`src/rtl/core/hmgbs_pkg.sv`:
```
// Shared types, constants and helpers of the height map gray box smoothing unit.
package hmgbs_pkg;

    // Image size limits and the widths that follow from them.
    localparam int MAX_WIDTH  = 1024;
    localparam int MAX_HEIGHT = 1024;
    localparam int COL_W      = $clog2(MAX_WIDTH);
    localparam int ROW_W      = $clog2(MAX_HEIGHT);
    localparam int SIZE_W     = 11;

    // Pixel and sum widths: a pixel sum is at most 765, a column of three at
    // most 2295 and the full window of nine at most 6885.
    localparam int CHAN_W   = 8;
    localparam int SUM_W    = 10;
    localparam int COLSUM_W = 12;
    localparam int TOTAL_W  = 13;
    localparam int HEIGHT_W = 16;

    // Stream word widths, padded to whole bytes.
    localparam int S_DATA_W = 3 * CHAN_W;
    localparam int M_FIELD_W = HEIGHT_W + ROW_W + COL_W;
    localparam int M_DATA_W = ((M_FIELD_W + 7) / 8) * 8;

    // Queue between front and back.
    localparam int QUEUE_DEPTH = 4;
    localparam int PTR_W       = $clog2(QUEUE_DEPTH);
    localparam int LEVEL_W     = $clog2(QUEUE_DEPTH + 1);

    // Configuration register indexes.
    localparam int CFG_IDX_W = 1;
    typedef enum logic [CFG_IDX_W-1:0] {
        REG_IMAGE_WIDTH  = 1'b0,
        REG_IMAGE_HEIGHT = 1'b1
    } cfg_reg_t;

    // Reciprocal constants. Interior: floor(t*256/27) = (t*K)>>18 for t <= 6885.
    // Border: floor(s*256/3) = (s*K)>>18 for s <= 765, with the border constant
    // scaled by 64 so that both share one shift.
    localparam int RECIP_W        = 25;
    localparam int PRODUCT_W      = TOTAL_W + RECIP_W;
    localparam int RECIP_SHIFT    = 18;
    localparam logic [RECIP_W-1:0] RECIP_INTERIOR = 25'd2485514;
    localparam logic [RECIP_W-1:0] RECIP_BORDER   = 25'd22369664;

    // One classified pixel as it waits in the queue.
    typedef struct packed {
        logic [SUM_W-1:0]   sum;
        logic [TOTAL_W-1:0] total;
        logic [ROW_W-1:0]   row;
        logic [COL_W-1:0]   col;
        logic               emit_interior;
        logic               emit_border;
    } item_t;

    // Clamp a size register to 3..hi and return the index of its last element.
    function automatic logic [SIZE_W-1:0] size_last(input logic [SIZE_W-1:0] v,
                                                    input logic [SIZE_W-1:0] hi);
        logic [SIZE_W-1:0] clamped;
        clamped = v;
        if (v < SIZE_W'(3)) begin
            clamped = SIZE_W'(3);
        end else if (v > hi) begin
            clamped = hi;
        end
        return clamped - SIZE_W'(1);
    endfunction

endpackage

```
`src/rtl/core/hmgbs_queue.sv`:
```
// Short queue of classified items between the front and the back.
module hmgbs_queue (
    input  logic                                aclk,
    input  logic                                aresetn,
    input  logic                                push,
    input  hmgbs_pkg::item_t                    push_item,
    input  logic                                pop,
    output hmgbs_pkg::item_t                    head,
    output logic                                head_valid,
    output logic [hmgbs_pkg::LEVEL_W-1:0]       level
);

    hmgbs_pkg::item_t                  entries [hmgbs_pkg::QUEUE_DEPTH];
    logic [hmgbs_pkg::PTR_W-1:0]       wr_ptr_reg, wr_ptr_next;
    logic [hmgbs_pkg::PTR_W-1:0]       rd_ptr_reg, rd_ptr_next;
    logic [hmgbs_pkg::LEVEL_W-1:0]     level_reg, level_next;
    logic                              do_pop;

    assign do_pop     = pop && (level_reg != '0);
    assign head       = entries[rd_ptr_reg];
    assign head_valid = (level_reg != '0);
    assign level      = level_reg;

    // Pointer and fill level update.
    always_comb begin
        wr_ptr_next = push   ? wr_ptr_reg + hmgbs_pkg::PTR_W'(1) : wr_ptr_reg;
        rd_ptr_next = do_pop ? rd_ptr_reg + hmgbs_pkg::PTR_W'(1) : rd_ptr_reg;
        level_next  = level_reg;
        if (push && !do_pop) begin
            level_next = level_reg + hmgbs_pkg::LEVEL_W'(1);
        end else if (!push && do_pop) begin
            level_next = level_reg - hmgbs_pkg::LEVEL_W'(1);
        end
    end

    always_ff @(posedge aclk) begin
        if (!aresetn) begin
            wr_ptr_reg <= '0;
            rd_ptr_reg <= '0;
            level_reg  <= '0;
        end else begin
            wr_ptr_reg <= wr_ptr_next;
            rd_ptr_reg <= rd_ptr_next;
            level_reg  <= level_next;
        end
    end

    // Entry storage.
    always_ff @(posedge aclk) begin
        if (push) begin
            entries[wr_ptr_reg] <= push_item;
        end
    end

    // The front's credit check must keep the queue from overflowing.
    assert property (@(posedge aclk) disable iff (!aresetn)
        push |-> (level_reg != hmgbs_pkg::LEVEL_W'(hmgbs_pkg::QUEUE_DEPTH)) || pop)
        else $error("push into a full queue");

    assert property (@(posedge aclk) disable iff (!aresetn)
        level_reg <= hmgbs_pkg::LEVEL_W'(hmgbs_pkg::QUEUE_DEPTH))
        else $error("queue level beyond its depth");

endmodule

```
`config.mk`:
```
export PLATFORM = sky130hd
export DESIGN_NAME = hmgbs_queue
export DESIGN_NICKNAME = d
export VERILOG_FILES = /design/src/rtl/core/hmgbs_pkg.sv /design/src/rtl/core/hmgbs_queue.sv
export SDC_FILE = /design/constraint.sdc
export NUM_CORES = 1
export LEC_CHECK = 0
export ABC_AREA = 1
export BUFFER_PORTS_ARGS = -buffer_cell sky130_fd_sc_hd__buf_2
export CORE_UTILIZATION = 30
export CTS_CLUSTER_SIZE = 40
export DETAILED_ROUTE_END_ITERATION = 7
export SYNTH_ARGS = -nofsm -noshare
export SYNTH_HDL_FRONTEND = slang
export SYNTH_SLANG_ARGS = --single-unit
```
`constraint.sdc`:
```
create_clock -name aclk -period 2.85 [get_ports aclk]
set_clock_uncertainty 0.15 [all_clocks]
set_input_delay 0.57 -clock aclk [delete_from_list [all_inputs] [get_ports aclk]]
set_output_delay 0.57 -clock aclk [all_outputs]
set_load 0.02 [all_outputs]
```
### Word-level counts from Yosys, hierarchy flattened

Memory sizes are Yosys's and may differ from the RTL's. A register that Yosys moved wholly into a read port is not among the register bits.
Index checks and enable logic that the tools add are counted.

* memories: 1
* register bits: 7
* input port bits: 49
* memory bits (writable): 180
* logic and storage cells: 21
* output and inout port bits: 49

* reduce and logical (&&, ||, !) cells: 7
* multiplexer cells: 6
* add/sub/neg operators: 4

Memories
* entries: depth 4, width 45, rd ports 1, clocked after memory_dff 1, wr ports 1, line hmgbs_queue.sv:13 `hmgbs_pkg::item_t entries [hmgbs_pkg::QUEUE_DEPTH];`

Operators with widths (count)
* 3-bit 2-to-1 mux: 2
* 2-bit by 1-bit adder with 2-bit output (second input constant): 2
* 2-bit 2-to-1 mux: 2
* 3-bit by 1-bit adder with 3-bit output (second input constant): 1
* 1-bit logical AND: 3
* 3-bit nonzero test: 1
* 3-bit by 1-bit subtractor with 3-bit output (second input constant): 1
* 1-bit zero test: 2
* 1-bit 2-to-1 mux: 2
* 2-bit nonzero test: 1

### Depth between registers and ports, before layout

* word-level depth: 5
* mapped depth: 12
* depth with buffers taken out: 12

### Worst setup path before layout

OpenSTA, ideal clock, no wires.

* kind: input to register
* from: in push
* to: mem entries[0][0] (netlist name) (enable)
* required time: 2.301 ns
* path slack: 0.815 ns
* cell stages on the path: 2
* arrival: 1.486 ns
* buffers on the path: 0
* cell sequence: nand2_1 -> inv_1

* word-level cells in the longest chain between the ends: 2

RTL lines
* start, declared: line hmgbs_queue.sv:5 `input logic push,`
* 1-bit 2-to-1 mux: line hmgbs_queue.sv:50 `if (push) begin`
* 1-bit 2-to-1 mux (not written as such): line hmgbs_queue.sv:51 `entries[wr_ptr_reg] <= push_item;`
* end, declared: line hmgbs_queue.sv:13

Every way passes these cells.

==> qor.yml <==
run_status:
  outcome: "completed"
cts:
  root_buffer: "clkbuf_16"
  clk_path_buf_depth: 2
  postCtsSetupRepairBufs: 0
  clkSlewWorstSetupHoldPaths_ns: 0.07
  cts_resized: 0
  numCtsBuffers: 17
  htreeDepth: 4
  hold_buffers: 0
  cts.sinks: 189
  insertion_delay_ns: 0.42
  cts_tree: "built"
route:
  ant_nets: 0
  dr.pass1.iters: 4
  first_iter_violations: 234
  drc: 0
  num_vias: 4215
  via_per_inst: 4.53
  wire_per_inst_microns: 15.8
  drt-total-wl_microns: 14700
yosys:
  synth.area.top_cells: "edfxtp_1, nor2_1, o21ai_1, o22ai_1, dfxtp_1"
  yosysSeqAreaShare_pct: 76.9
  syn_nets: 552
  synth_cell_types: 20
  synth_area_leader_cell: "edfxtp_1"
  synth_top_cell_area_share_pct: 74.4
  ys_ff_latch: 189
  syn_inst: 497
  avgSynthCellArea_sq_um: 14.6
  yosys_warnings: 0
  synthesis.area_sq_um: 7260
sta:
  setup_tns_ns: 0
  setup_viol: 0
  relSlewSlack_pct: 66.6
  hold_ws_ns: 0.210
  maxClockFrequency_ghz: 0.383
  hold_viol_final: 0
  worst_slew_pin_slew_ns: 0.500
  drv_slew: 0
  setup_slack_ns: 0.237
  fin_crit_sh_pct: 91.7
  rsz0062_at_grt: "false"
  min_period_ns: 2.61
power_and_ir_drop:
  power.leakage_nw: 3.05
  vdd_drop_max_uv: 376
  total_power_mw: 7.60
  p_per_area_nw_per_um2: 882
floorplanning:
  num_rows: 56
  die_y_microns: 158
  die_w_microns: 158
  core_sq_um: 23600
  die_area_sq_um: 24800
  ios: 98
  start_util_pct: 30.8
global_route:
  grt_max_degree: 91
  grt_pass1_wl_microns: 22300
  antenna_found_initial: 3
  grt.total_usage_pct: 12.2
  grt_pass1_vias: 4152
  grt_overflow: 0
layout:
  fin_util_pct: 36.5
  drive_gt1_share_pct: 24.1
  fin_cells: 931
  final_area_sq_um: 8620
  fin_nets: 652
  syn2layout_area_growth_pct: 18.7
  largest_register_ffs: 180
worst_hold_path:
  hold_class: "in2reg"
placed_design:
  dp.cells: 897
  gp_congestion: 0.690
  place_hpwl_microns: 8650
  detailedPlace.worstSlack_ns: 0.665
  post_dp_cell_area_sq_um: 7970
  portBuffers: 97
worst_setup_path:
  crit_required_ns: 2.13
  critPathMaxFanout: 42
  end_kind: "output pin"
  cp-start-kind: "register"
  crit_type: "reg2out"
  arrival_ns: 1.89
flow_run:
  drv_cap: 0
[final timing paths]
path,startpoint,to,slack (ns),depth (start not counted)
worst min-delay path,push_item[35],entries[0][35]$_DFFE_PP_,0.21,1
worst max-delay path,register,head[27],0.24,4
worst min register to register,rd_ptr_reg[0]$_SDFFE_PN0P_,rd_ptr_reg[0]$_SDFFE_PN0P_,0.36,2
worst max register to register,level[1]$_SDFFE_PN0P_,level[2]$_SDFFE_PN0P_,0.94,12
[layout by cell type, fill, tap and decap left out, types with 2 or more instances in the layout]
master / count
o22ai_1: 45
inv_1: 10
clkbuf_16: 17
inv_6: 2
buf_2: 97
clkinv_2: 4
buf_4: 9
buf_12: 3
o21ai_1: 60
inv_2: 4
bufinv_16: 5
nand3_1: 3
o21ai_0: 33
dfxtp_1: 7
clkinv_4: 3
a21oi_1: 5
edfxtp_1: 180
nand2_1: 15
diode_2: 2
nor2_1: 96
ha_1: 5
clkinv_1: 2
[cell type report]
class	instances	area, sq um
flip-flops and latches	189	5590
well taps	319	399
diodes	2	5.00
multi-input cells	264	1290
clock buffers	17	425
inverters	16	73.8
clock inverters	15	216
fillers	2285	15000
repair buffers	109	613
[logic make-up after synthesis]
family,count (synthesis),share of synthesized area [%]
AND/OR/NAND/NOR,114,5.94
buffers and inverters,44,5.27
adder cells (fa/ha/maj),6,1.14
AO/OA/AOI/OAI,143,10.6
XOR/XNOR,1,0.121
flip-flops,189,76.9
[Yosys cell counts]
master    number
o21ai_1       60
buf_8          4
inv_12         1
xor2_1         1
buf_6          7
o21ai_0       33
buf_2          8
fa_1           1
o22ai_1       45
buf_4          4
nor2_1        96
edfxtp_1     180
a21oi_1        5
dfxtp_1        9
nand3_1        3
inv_1         14
nand2_1       15
ha_1           5
clkinv_2       1
buf_12         5
[layer usage]
metal | vias up | wire length (microns) | part of all wire, % | global-route usage [%]
li1 | 2050 | - | - | -
met1 | 2073 | 6550 | 45 | 15.0
met2 | 86 | 7250 | 49 | 20.6
met3 | 6 | 764 | 5.2 | 3.86
met4 | 0 | 122 | 0.83 | 3.47
met5 | - | 0 | 0 | 0
[power by group]
group,internal [mW],switching (mW)
clock,1.56,1.00
sequential,3.20,0.101
combinational,0.547,1.20
total,5.30,2.31
[critical path, cell delays in order, from the launching register on]
cell,delay (ns)
dfxtp_4,0.60
buf_12,0.26
o21ai_0,0.12
o22ai_1,0.26
buf_2,0.22
Note: power is estimated with default switching activity, not from simulation.
