$ cat config.mk
export PLATFORM = sky130hd
export DESIGN_NAME = hmgbs_back
export DESIGN_NICKNAME = d
export VERILOG_FILES = /design/src/rtl/core/hmgbs_pkg.sv /design/src/rtl/core/hmgbs_back.sv
export SDC_FILE = /design/constraint.sdc
export NUM_CORES = 1
export LEC_CHECK = 0
export BUFFER_PORTS_ARGS = -buffer_cell sky130_fd_sc_hd__buf_4
export CORE_ASPECT_RATIO = 1.4
export CORE_MARGIN = 8
export CORE_UTILIZATION = 30
export DETAILED_ROUTE_END_ITERATION = 7
export PLACE_DENSITY_LB_ADDON = 0.3
export SLEW_MARGIN = 20
export SYNTH_ARGS = -nofsm -noshare
export SYNTH_HDL_FRONTEND = slang
export SYNTH_SLANG_ARGS = --single-unit
$ cat constraint.sdc
create_clock -name aclk -period 8.4 [get_ports aclk]
set_input_delay 0.42 -clock aclk [delete_from_list [all_inputs] [get_ports aclk]]
set_output_delay 0.42 -clock aclk [all_outputs]
set_load 0.05 [all_outputs]
$ cat src/rtl/core/hmgbs_pkg.sv
// Shared types, constants and helpers of the height map gray box smoothing unit.
package hmgbs_pkg;

    // Image size limits and the widths that follow from them.
    localparam int MAX_WIDTH  = 1024;
    localparam int MAX_HEIGHT = 1024;
    localparam int COL_W      = $clog2(MAX_WIDTH);
    localparam int ROW_W      = $clog2(MAX_HEIGHT);
    localparam int SIZE_W     = 11;

    // Pixel and sum widths: a pixel sum is at most 765, a column of three at
    // most 2295 and the full window of nine at most 6885.
    localparam int CHAN_W   = 8;
    localparam int SUM_W    = 10;
    localparam int COLSUM_W = 12;
    localparam int TOTAL_W  = 13;
    localparam int HEIGHT_W = 16;

    // Stream word widths, padded to whole bytes.
    localparam int S_DATA_W = 3 * CHAN_W;
    localparam int M_FIELD_W = HEIGHT_W + ROW_W + COL_W;
    localparam int M_DATA_W = ((M_FIELD_W + 7) / 8) * 8;

    // Queue between front and back.
    localparam int QUEUE_DEPTH = 4;
    localparam int PTR_W       = $clog2(QUEUE_DEPTH);
    localparam int LEVEL_W     = $clog2(QUEUE_DEPTH + 1);

    // Configuration register indexes.
    localparam int CFG_IDX_W = 1;
    typedef enum logic [CFG_IDX_W-1:0] {
        REG_IMAGE_WIDTH  = 1'b0,
        REG_IMAGE_HEIGHT = 1'b1
    } cfg_reg_t;

    // Reciprocal constants. Interior: floor(t*256/27) = (t*K)>>18 for t <= 6885.
    // Border: floor(s*256/3) = (s*K)>>18 for s <= 765, with the border constant
    // scaled by 64 so that both share one shift.
    localparam int RECIP_W        = 25;
    localparam int PRODUCT_W      = TOTAL_W + RECIP_W;
    localparam int RECIP_SHIFT    = 18;
    localparam logic [RECIP_W-1:0] RECIP_INTERIOR = 25'd2485514;
    localparam logic [RECIP_W-1:0] RECIP_BORDER   = 25'd22369664;

    // One classified pixel as it waits in the queue.
    typedef struct packed {
        logic [SUM_W-1:0]   sum;
        logic [TOTAL_W-1:0] total;
        logic [ROW_W-1:0]   row;
        logic [COL_W-1:0]   col;
        logic               emit_interior;
        logic               emit_border;
    } item_t;

    // Clamp a size register to 3..hi and return the index of its last element.
    function automatic logic [SIZE_W-1:0] size_last(input logic [SIZE_W-1:0] v,
                                                    input logic [SIZE_W-1:0] hi);
        logic [SIZE_W-1:0] clamped;
        clamped = v;
        if (v < SIZE_W'(3)) begin
            clamped = SIZE_W'(3);
        end else if (v > hi) begin
            clamped = hi;
        end
        return clamped - SIZE_W'(1);
    endfunction

endpackage

$ cat src/rtl/core/hmgbs_back.sv
// Back end: turns queued items into zero, one or two result words through a reciprocal multiply.
module hmgbs_back (
    input  logic                                aclk,
    input  logic                                aresetn,
    input  hmgbs_pkg::item_t                    head,
    input  logic                                head_valid,
    output logic                                pop,
    output logic                                m_tvalid,
    input  logic                                m_tready,
    output logic [hmgbs_pkg::M_DATA_W-1:0]      m_tdata,
    output logic                                m_tlast
);

    logic                                  phase_reg, phase_next;
    logic                                  cur_interior;
    logic                                  has_result;
    logic                                  out_free;
    logic                                  load;
    logic                                  last;
    logic [hmgbs_pkg::TOTAL_W-1:0]         mult_a;
    logic [hmgbs_pkg::RECIP_W-1:0]         mult_k;
    logic [hmgbs_pkg::PRODUCT_W-1:0]       product;
    logic [hmgbs_pkg::ROW_W-1:0]           row_out;
    logic [hmgbs_pkg::COL_W-1:0]           col_out;

    logic                                  m_valid_reg, m_valid_next;
    logic [hmgbs_pkg::HEIGHT_W-1:0]        height_reg;
    logic [hmgbs_pkg::ROW_W-1:0]           row_reg;
    logic [hmgbs_pkg::COL_W-1:0]           col_reg;
    logic                                  last_reg;

    // The interior result of an item goes out before its border result.
    assign cur_interior = head.emit_interior && !phase_reg;
    assign has_result   = head_valid && (cur_interior || head.emit_border);
    assign out_free     = !m_valid_reg || m_tready;
    assign load         = has_result && out_free;
    assign last         = !(cur_interior && head.emit_border);
    assign pop          = head_valid
                       && (!(cur_interior || head.emit_border) || (load && last));

    always_comb begin
        phase_next = phase_reg;
        if (pop) begin
            phase_next = 1'b0;
        end else if (load && cur_interior) begin
            phase_next = 1'b1;
        end
    end

    always_ff @(posedge aclk) begin
        if (!aresetn) begin
            phase_reg <= 1'b0;
        end else begin
            phase_reg <= phase_next;
        end
    end

    // One shared multiplier: window total by 256/27 or pixel sum by 256/3.
    assign mult_a  = cur_interior ? head.total : hmgbs_pkg::TOTAL_W'(head.sum);
    assign mult_k  = cur_interior ? hmgbs_pkg::RECIP_INTERIOR : hmgbs_pkg::RECIP_BORDER;
    assign product = hmgbs_pkg::PRODUCT_W'(mult_a) * hmgbs_pkg::PRODUCT_W'(mult_k);

    // An interior result names the centre pixel, one up and one left.
    assign row_out = cur_interior ? head.row - hmgbs_pkg::ROW_W'(1) : head.row;
    assign col_out = cur_interior ? head.col - hmgbs_pkg::COL_W'(1) : head.col;

    // Output register.
    always_comb begin
        m_valid_next = m_valid_reg;
        if (load) begin
            m_valid_next = 1'b1;
        end else if (m_tready) begin
            m_valid_next = 1'b0;
        end
    end

    always_ff @(posedge aclk) begin
        if (!aresetn) begin
            m_valid_reg <= 1'b0;
        end else begin
            m_valid_reg <= m_valid_next;
        end
    end

    always_ff @(posedge aclk) begin
        if (load) begin
            height_reg <= product[hmgbs_pkg::RECIP_SHIFT +: hmgbs_pkg::HEIGHT_W];
            row_reg    <= row_out;
            col_reg    <= col_out;
            last_reg   <= last;
        end
    end

    assign m_tvalid = m_valid_reg;
    assign m_tlast  = last_reg;
    assign m_tdata  = {(hmgbs_pkg::M_DATA_W - hmgbs_pkg::M_FIELD_W)'(0),
                       col_reg, row_reg, height_reg};

    // The second phase only exists for items with both results.
    assert property (@(posedge aclk) disable iff (!aresetn)
        phase_reg |-> head_valid && head.emit_interior && head.emit_border)
        else $error("border phase without a two-result item");

endmodule

Word-level counts from Yosys, hierarchy flattened

Cells that the tools add are included.

Register bits after elaboration: 39
Input port bits: 49
Output and inout bits: 43
Logic and storage cells: 32

Multipliers: 1
Mux-type cells: 6
$add $sub $neg: 2
Reductions and logical operators: 16
Bitwise operators: 1

Operators by type and width:

| cell                                                                  | count |
|---|---|
| 13-bit by 25-bit multiplier with 34-bit output                        | 1 |
| 25-bit two-way mux                                                    | 1 |
| 10-bit two-way mux                                                    | 2 |
| 10-bit by 1-bit subtractor with 10-bit output (second input constant) | 2 |
| 13-bit two-way mux                                                    | 1 |
| 1-bit logical AND                                                     | 7 |
| 1-bit zero test                                                       | 4 |
| 1-bit logical OR                                                      | 3 |
| 1-bit two-way mux                                                     | 2 |
| 2-bit nonzero test                                                    | 1 |
| 2-bit OR reduction                                                    | 1 |
| 1-bit NOT                                                             | 1 |

Longest topological paths before layout

Depth in word-level cells: 9
Gate-level depth with buffers: 24
Depth with buffers taken out: 22

Least setup slack after synthesis

No wires, ideal clock.

Path kind: input-to-reg
Start: input head[1] (netlist bit)
End: register height_reg[15] (netlist bit) (data pin)
Slack: 2.443 ns
Data required time: 8.137 ns
Library setup time: 0.263 ns
Arrival: 5.695 ns
Stages on the path: 23
Path buffers: 2
Cells stage by stage: and2b_2 -> clkbuf_1 -> and2_1 -> or2_2 -> ha_1 -> or2_2 -> fa_1 -> inv_1 -> fa_1 -> inv_1 -> fa_1 -> inv_1 -> fa_1 -> inv_1 -> ha_1 -> buf_2 -> nand4_1 -> or4_1 -> o32a_2 -> nand2_4 -> a31oi_4 -> o41ai_2 -> xnor2_1

Longest elaborated chain between the ends: 3
Elaborated cells on any way between the ends: 4
Classes of those cells: 1 x mul; 2 x mux; 1 x reduce/logical

Ends and longest elaborated chain:

| item                                                     | line                               | source |
|---|---|---|
| start: declaration                                       | hmgbs_back.sv:5                    | `input hmgbs_pkg::item_t head,` |
| 1-bit logical AND (*)                                    | hmgbs_back.sv:33                   | `assign cur_interior = head.emit_interior && !phase_reg;` |
| 13-bit two-way mux or 25-bit two-way mux (tied branches) | hmgbs_back.sv:59, hmgbs_back.sv:60 |  |
| 13-bit by 25-bit multiplier with 34-bit output (*)       | hmgbs_back.sv:61                   | `assign product = hmgbs_pkg::PRODUCT_W'(mult_a) * hmgbs_pkg::PRODUCT_W'(mult_k);` |
| via product (one bit)                                    | hmgbs_back.sv:22                   | `logic [hmgbs_pkg::PRODUCT_W-1:0] product;` |
| end signal: assignment                                   | hmgbs_back.sv:87                   | `height_reg <= product[hmgbs_pkg::RECIP_SHIFT +: hmgbs_pkg::HEIGHT_W];` |
| end: declaration                                         | hmgbs_back.sv:27                   | `logic [hmgbs_pkg::HEIGHT_W-1:0] height_reg;` |

Mark *: on every way through the listed nets, which the timed path passes. The rest lies on a longest branch.
A chain may end at the register's enable or synchronous reset.

Final worst setup path

Start: register phase_reg
End: register height_reg[13] (netlist bit) (data pin)

Longest elaborated chain between the ends: 4
Elaborated cells on any way between the ends: 5
Classes of those cells: 1 x mul; 2 x mux; 2 x reduce/logical

Ends and longest elaborated chain:

| item                                                     | line                               | source |
|---|---|---|
| start: declaration                                       | hmgbs_back.sv:14                   | `logic phase_reg, phase_next;` |
| start signal: assignment                                 | hmgbs_back.sv:54                   | `phase_reg <= phase_next;` |
| 1-bit zero test (*)                                      | hmgbs_back.sv:33                   |  |
| 1-bit logical AND (*)                                    | hmgbs_back.sv:33                   |  |
| 13-bit two-way mux or 25-bit two-way mux (tied branches) | hmgbs_back.sv:59, hmgbs_back.sv:60 |  |
| 13-bit by 25-bit multiplier with 34-bit output (*)       | hmgbs_back.sv:61                   |  |
| via product (one bit)                                    | hmgbs_back.sv:22                   |  |

Marks and branches as above.

==> impl_metrics.env <==
export IMPL_core_area_um2=24400
export IMPL_rsz0062_at_grt="false"
export IMPL_synth_cell_type_count=58
export IMPL_routed_wl_mm=20.5
export IMPL_worstPathRequired_ns=8.44
export IMPL_dr_first_iter_drc_count=277
export IMPL_syn_avg_cell_area_um2=9.34
export IMPL_via_count=5482
export IMPL_grt_pass1_wl_mm=32.3
export IMPL_min_from="head[0]"
export IMPL_cp_num_buf_inv=4
export IMPL_min_path_type="input port to flip-flop"
export IMPL_synth_area_um2=7400
export IMPL_die_x_um=149
export IMPL_crit_chain="and2b_2, nand2_1, nand2_1, inv_1, fa_1, fa_1, inv_1, fa_1, fa_1, inv_1, fa_1, inv_1, ha_1, nand4_1, or4_1, o32a_2, nand2_4, a41oi_1, o21bai_1, xor2_1"
export IMPL_clockBufferDepth=2
export IMPL_cpPeakStageDelay_ns=0.61
export IMPL_die_y_um=202
export IMPL_whs_endpoint="m_tlast$_DFFE_PP_"
export IMPL_yosys_area_top_type_share_pct=30.3
export IMPL_finalWorstSetupSlack_ns=1.96
export IMPL_yosys_area_top_type="fa_1"
export IMPL_seq_area_frac_synth_pct=15.6
export IMPL_crit_path_frequent_cell="fa_1"
export IMPL_period_needed_ns=6.44
export IMPL_crit_path_end_kind="flip-flop"
export IMPL_setup_violations=0
export IMPL_grt_max_degree=39
export IMPL_cap_violations=0
export IMPL_ys_ff_latch=39
export IMPL_hold_path_cell_count=2
export IMPL_initial_utilization_pct=30.3
export IMPL_outcome="complete, no violations"
export IMPL_cp_start_kind="flip-flop"
export IMPL_viasPerCell=4.60
export IMPL_pin_count=92
export IMPL_skew_ns=0.00962
export IMPL_max_slew_worst_pin_slew_ns=0.642
export IMPL_post_cts_repair_setup_buffers=0
export IMPL_yosys_warnings=0
export IMPL_synth_flop_cell="edfxtp_1"
export IMPL_fmax_mhz=155
export IMPL_r2r_start="phase_reg$_SDFFE_PP0P_"
export IMPL_max_slew_margin_pct=56.8
export IMPL_ant_nets=0
export IMPL_worstSkewPairLatency_ns=0.29
export IMPL_critPathTopFamily="adder cells"
export IMPL_hold_buffers=0
export IMPL_hold_violations=0
export IMPL_grt_pass1_vias=6105
export IMPL_antenna_cells=0
export IMPL_fin_nets=1142
export IMPL_drc=0
export IMPL_avgRoutedWirePerCell_um=17.2
export IMPL_hpwl_mm=18.6
export IMPL_cts_sinks=39
export IMPL_grt_overflow_total=0
export IMPL_async_flop_share_pct=0
export IMPL_largest_reg_flops=16
export IMPL_drive_gt1_share_pct=12.8
export IMPL_fp_row_count=68
export IMPL_fillCellCount=2522
export IMPL_gp_congestion=0.876
export IMPL_syn_to_final_growth_pct=16.0
export IMPL_cts_tree="done"
export IMPL_numCtsBuffers=5
export IMPL_yosys_top_cells_area="fa_1 30%, ha_1 18%, edfxtp_1 15%"
export IMPL_synth_top_cells_by_count="202 x inv_1, 112 x fa_1, 105 x ha_1, 70 x nand2_1, 37 x edfxtp_1"
export IMPL_r2r_worst_path_cells=20
export IMPL_critical_path_class="flip-flop to flip-flop"
export IMPL_port_buffer_count=87
export IMPL_arrival_ns=6.48
export IMPL_clock_root_buffer="clkbuf_16"
export IMPL_min_period_over_period_pct=76.7
export IMPL_dieArea_um2=30000
export IMPL_clk_pin_slew_ns=0.06
export IMPL_synth_cells=792
export IMPL_synth_edff_count=37
export IMPL_cts_resized_gates=0
export IMPL_place_ws_ns=1.82
export IMPL_worst_path_max_delay_cell="and2b_2"
export IMPL_first_pass_iters=4
export IMPL_antenna_found_initial=0
export IMPL_r2r_end="height_reg[13]$_DFFE_PP_"
export IMPL_fin_setup_tns_ns=0
export IMPL_worstPathMaxFanout=33
export IMPL_r2r_slack_ns=1.96
export IMPL_grt_total_usage_pct=13.8
export IMPL_slew_violations=0
export IMPL_cts_max_level=2
export IMPL_synthMostInstantiatedCell="inv_1"
routing by layer:
metal / global-route usage [%] / part of all wire (%) / up-vias
met5: 0 / 0 / -
met4: 5.79 / 3.4 / 0
met3: 1.77 / 4.3 / 31
met2: 25.9 / 54 / 127
met1: 15.2 / 38 / 2685
li1: - / - / 2639
per-stage QoR:
step / instances / hold WS, ns / area, um2 / util, %
6_report: 1192 / 0.395 / 8580 / 35.1
5_1_grt: 1192 / 0.402 / 8580 / 35.1
4_1_cts: 1191 / 0.387 / 8560 / 35.1
3_5_place_dp: 1183 / 0.501 / 8390 / 34.4
3_3_place_gp: 1183 / 0.492 / 8390 / 34.4
2_1_floorplan: 805 / 0.494 / 7450 / -
worst max path at each step:
stage                               endpoint  cells after the start  slack [ns]              startpoint
finish              height_reg[13]$_DFFE_PP_                     20        1.96  phase_reg$_SDFFE_PP0P_
detailed placement  height_reg[13]$_DFFE_PP_                     21        1.82                 head[1]
floorplan           height_reg[15]$_DFFE_PP_                     23        2.44                 head[1]
global placement    height_reg[13]$_DFFE_PP_                     22        1.86                 head[1]
CTS                 height_reg[13]$_DFFE_PP_                     20        1.93  phase_reg$_SDFFE_PP0P_
global route        height_reg[13]$_DFFE_PP_                     20        1.63  phase_reg$_SDFFE_PP0P_
logic make-up (layout without fill, tap and decap cells):
logic type / after synthesis / count (layout) / share of synthesized area, %
buffers and inverters: 228 / 300 / 12.0
adder cells (fa/ha/maj): 217 / 217 / 48.0
AND/OR/NAND/NOR: 170 / 170 / 10.9
AO/OA/AOI/OAI: 86 / 86 / 7.51
XOR/XNOR: 49 / 49 / 5.80
flip-flops: 39 / 39 / 15.6
other: 2 / 15 / 0.101
multiplexers: 1 / 1 / 0.135
layout by cell type, fill, tap and decap left out, types with 6 or more instances in the layout:
cell type,synthesis,routed
a21oi_1,29,29
and2_1,6,6
and3_1,7,7
buf_4,6,88
conb_1,2,15
edfxtp_1,37,37
fa_1,112,112
ha_1,105,105
inv_1,202,202
nand2_1,70,70
nand3_1,8,8
nor2_1,34,33
nor3_1,13,13
o21a_1,6,6
o21ai_0,21,21
xnor2_1,28,28
xor2_1,21,21
cell type report:
class	count	area (um2)	area share, %
clock buffer	6	139	1.62
clock inverter	2	35.0	0.408
inverter	203	762	8.88
multi-input combinational	538	5420	63.2
sequential	39	1150	13.4
tap	315	394	4.59
timing repair buffer	89	681	7.93
Power is not shown: default switching activity piles up to over one toggle a cycle in this logic, so the estimate is an artifact.
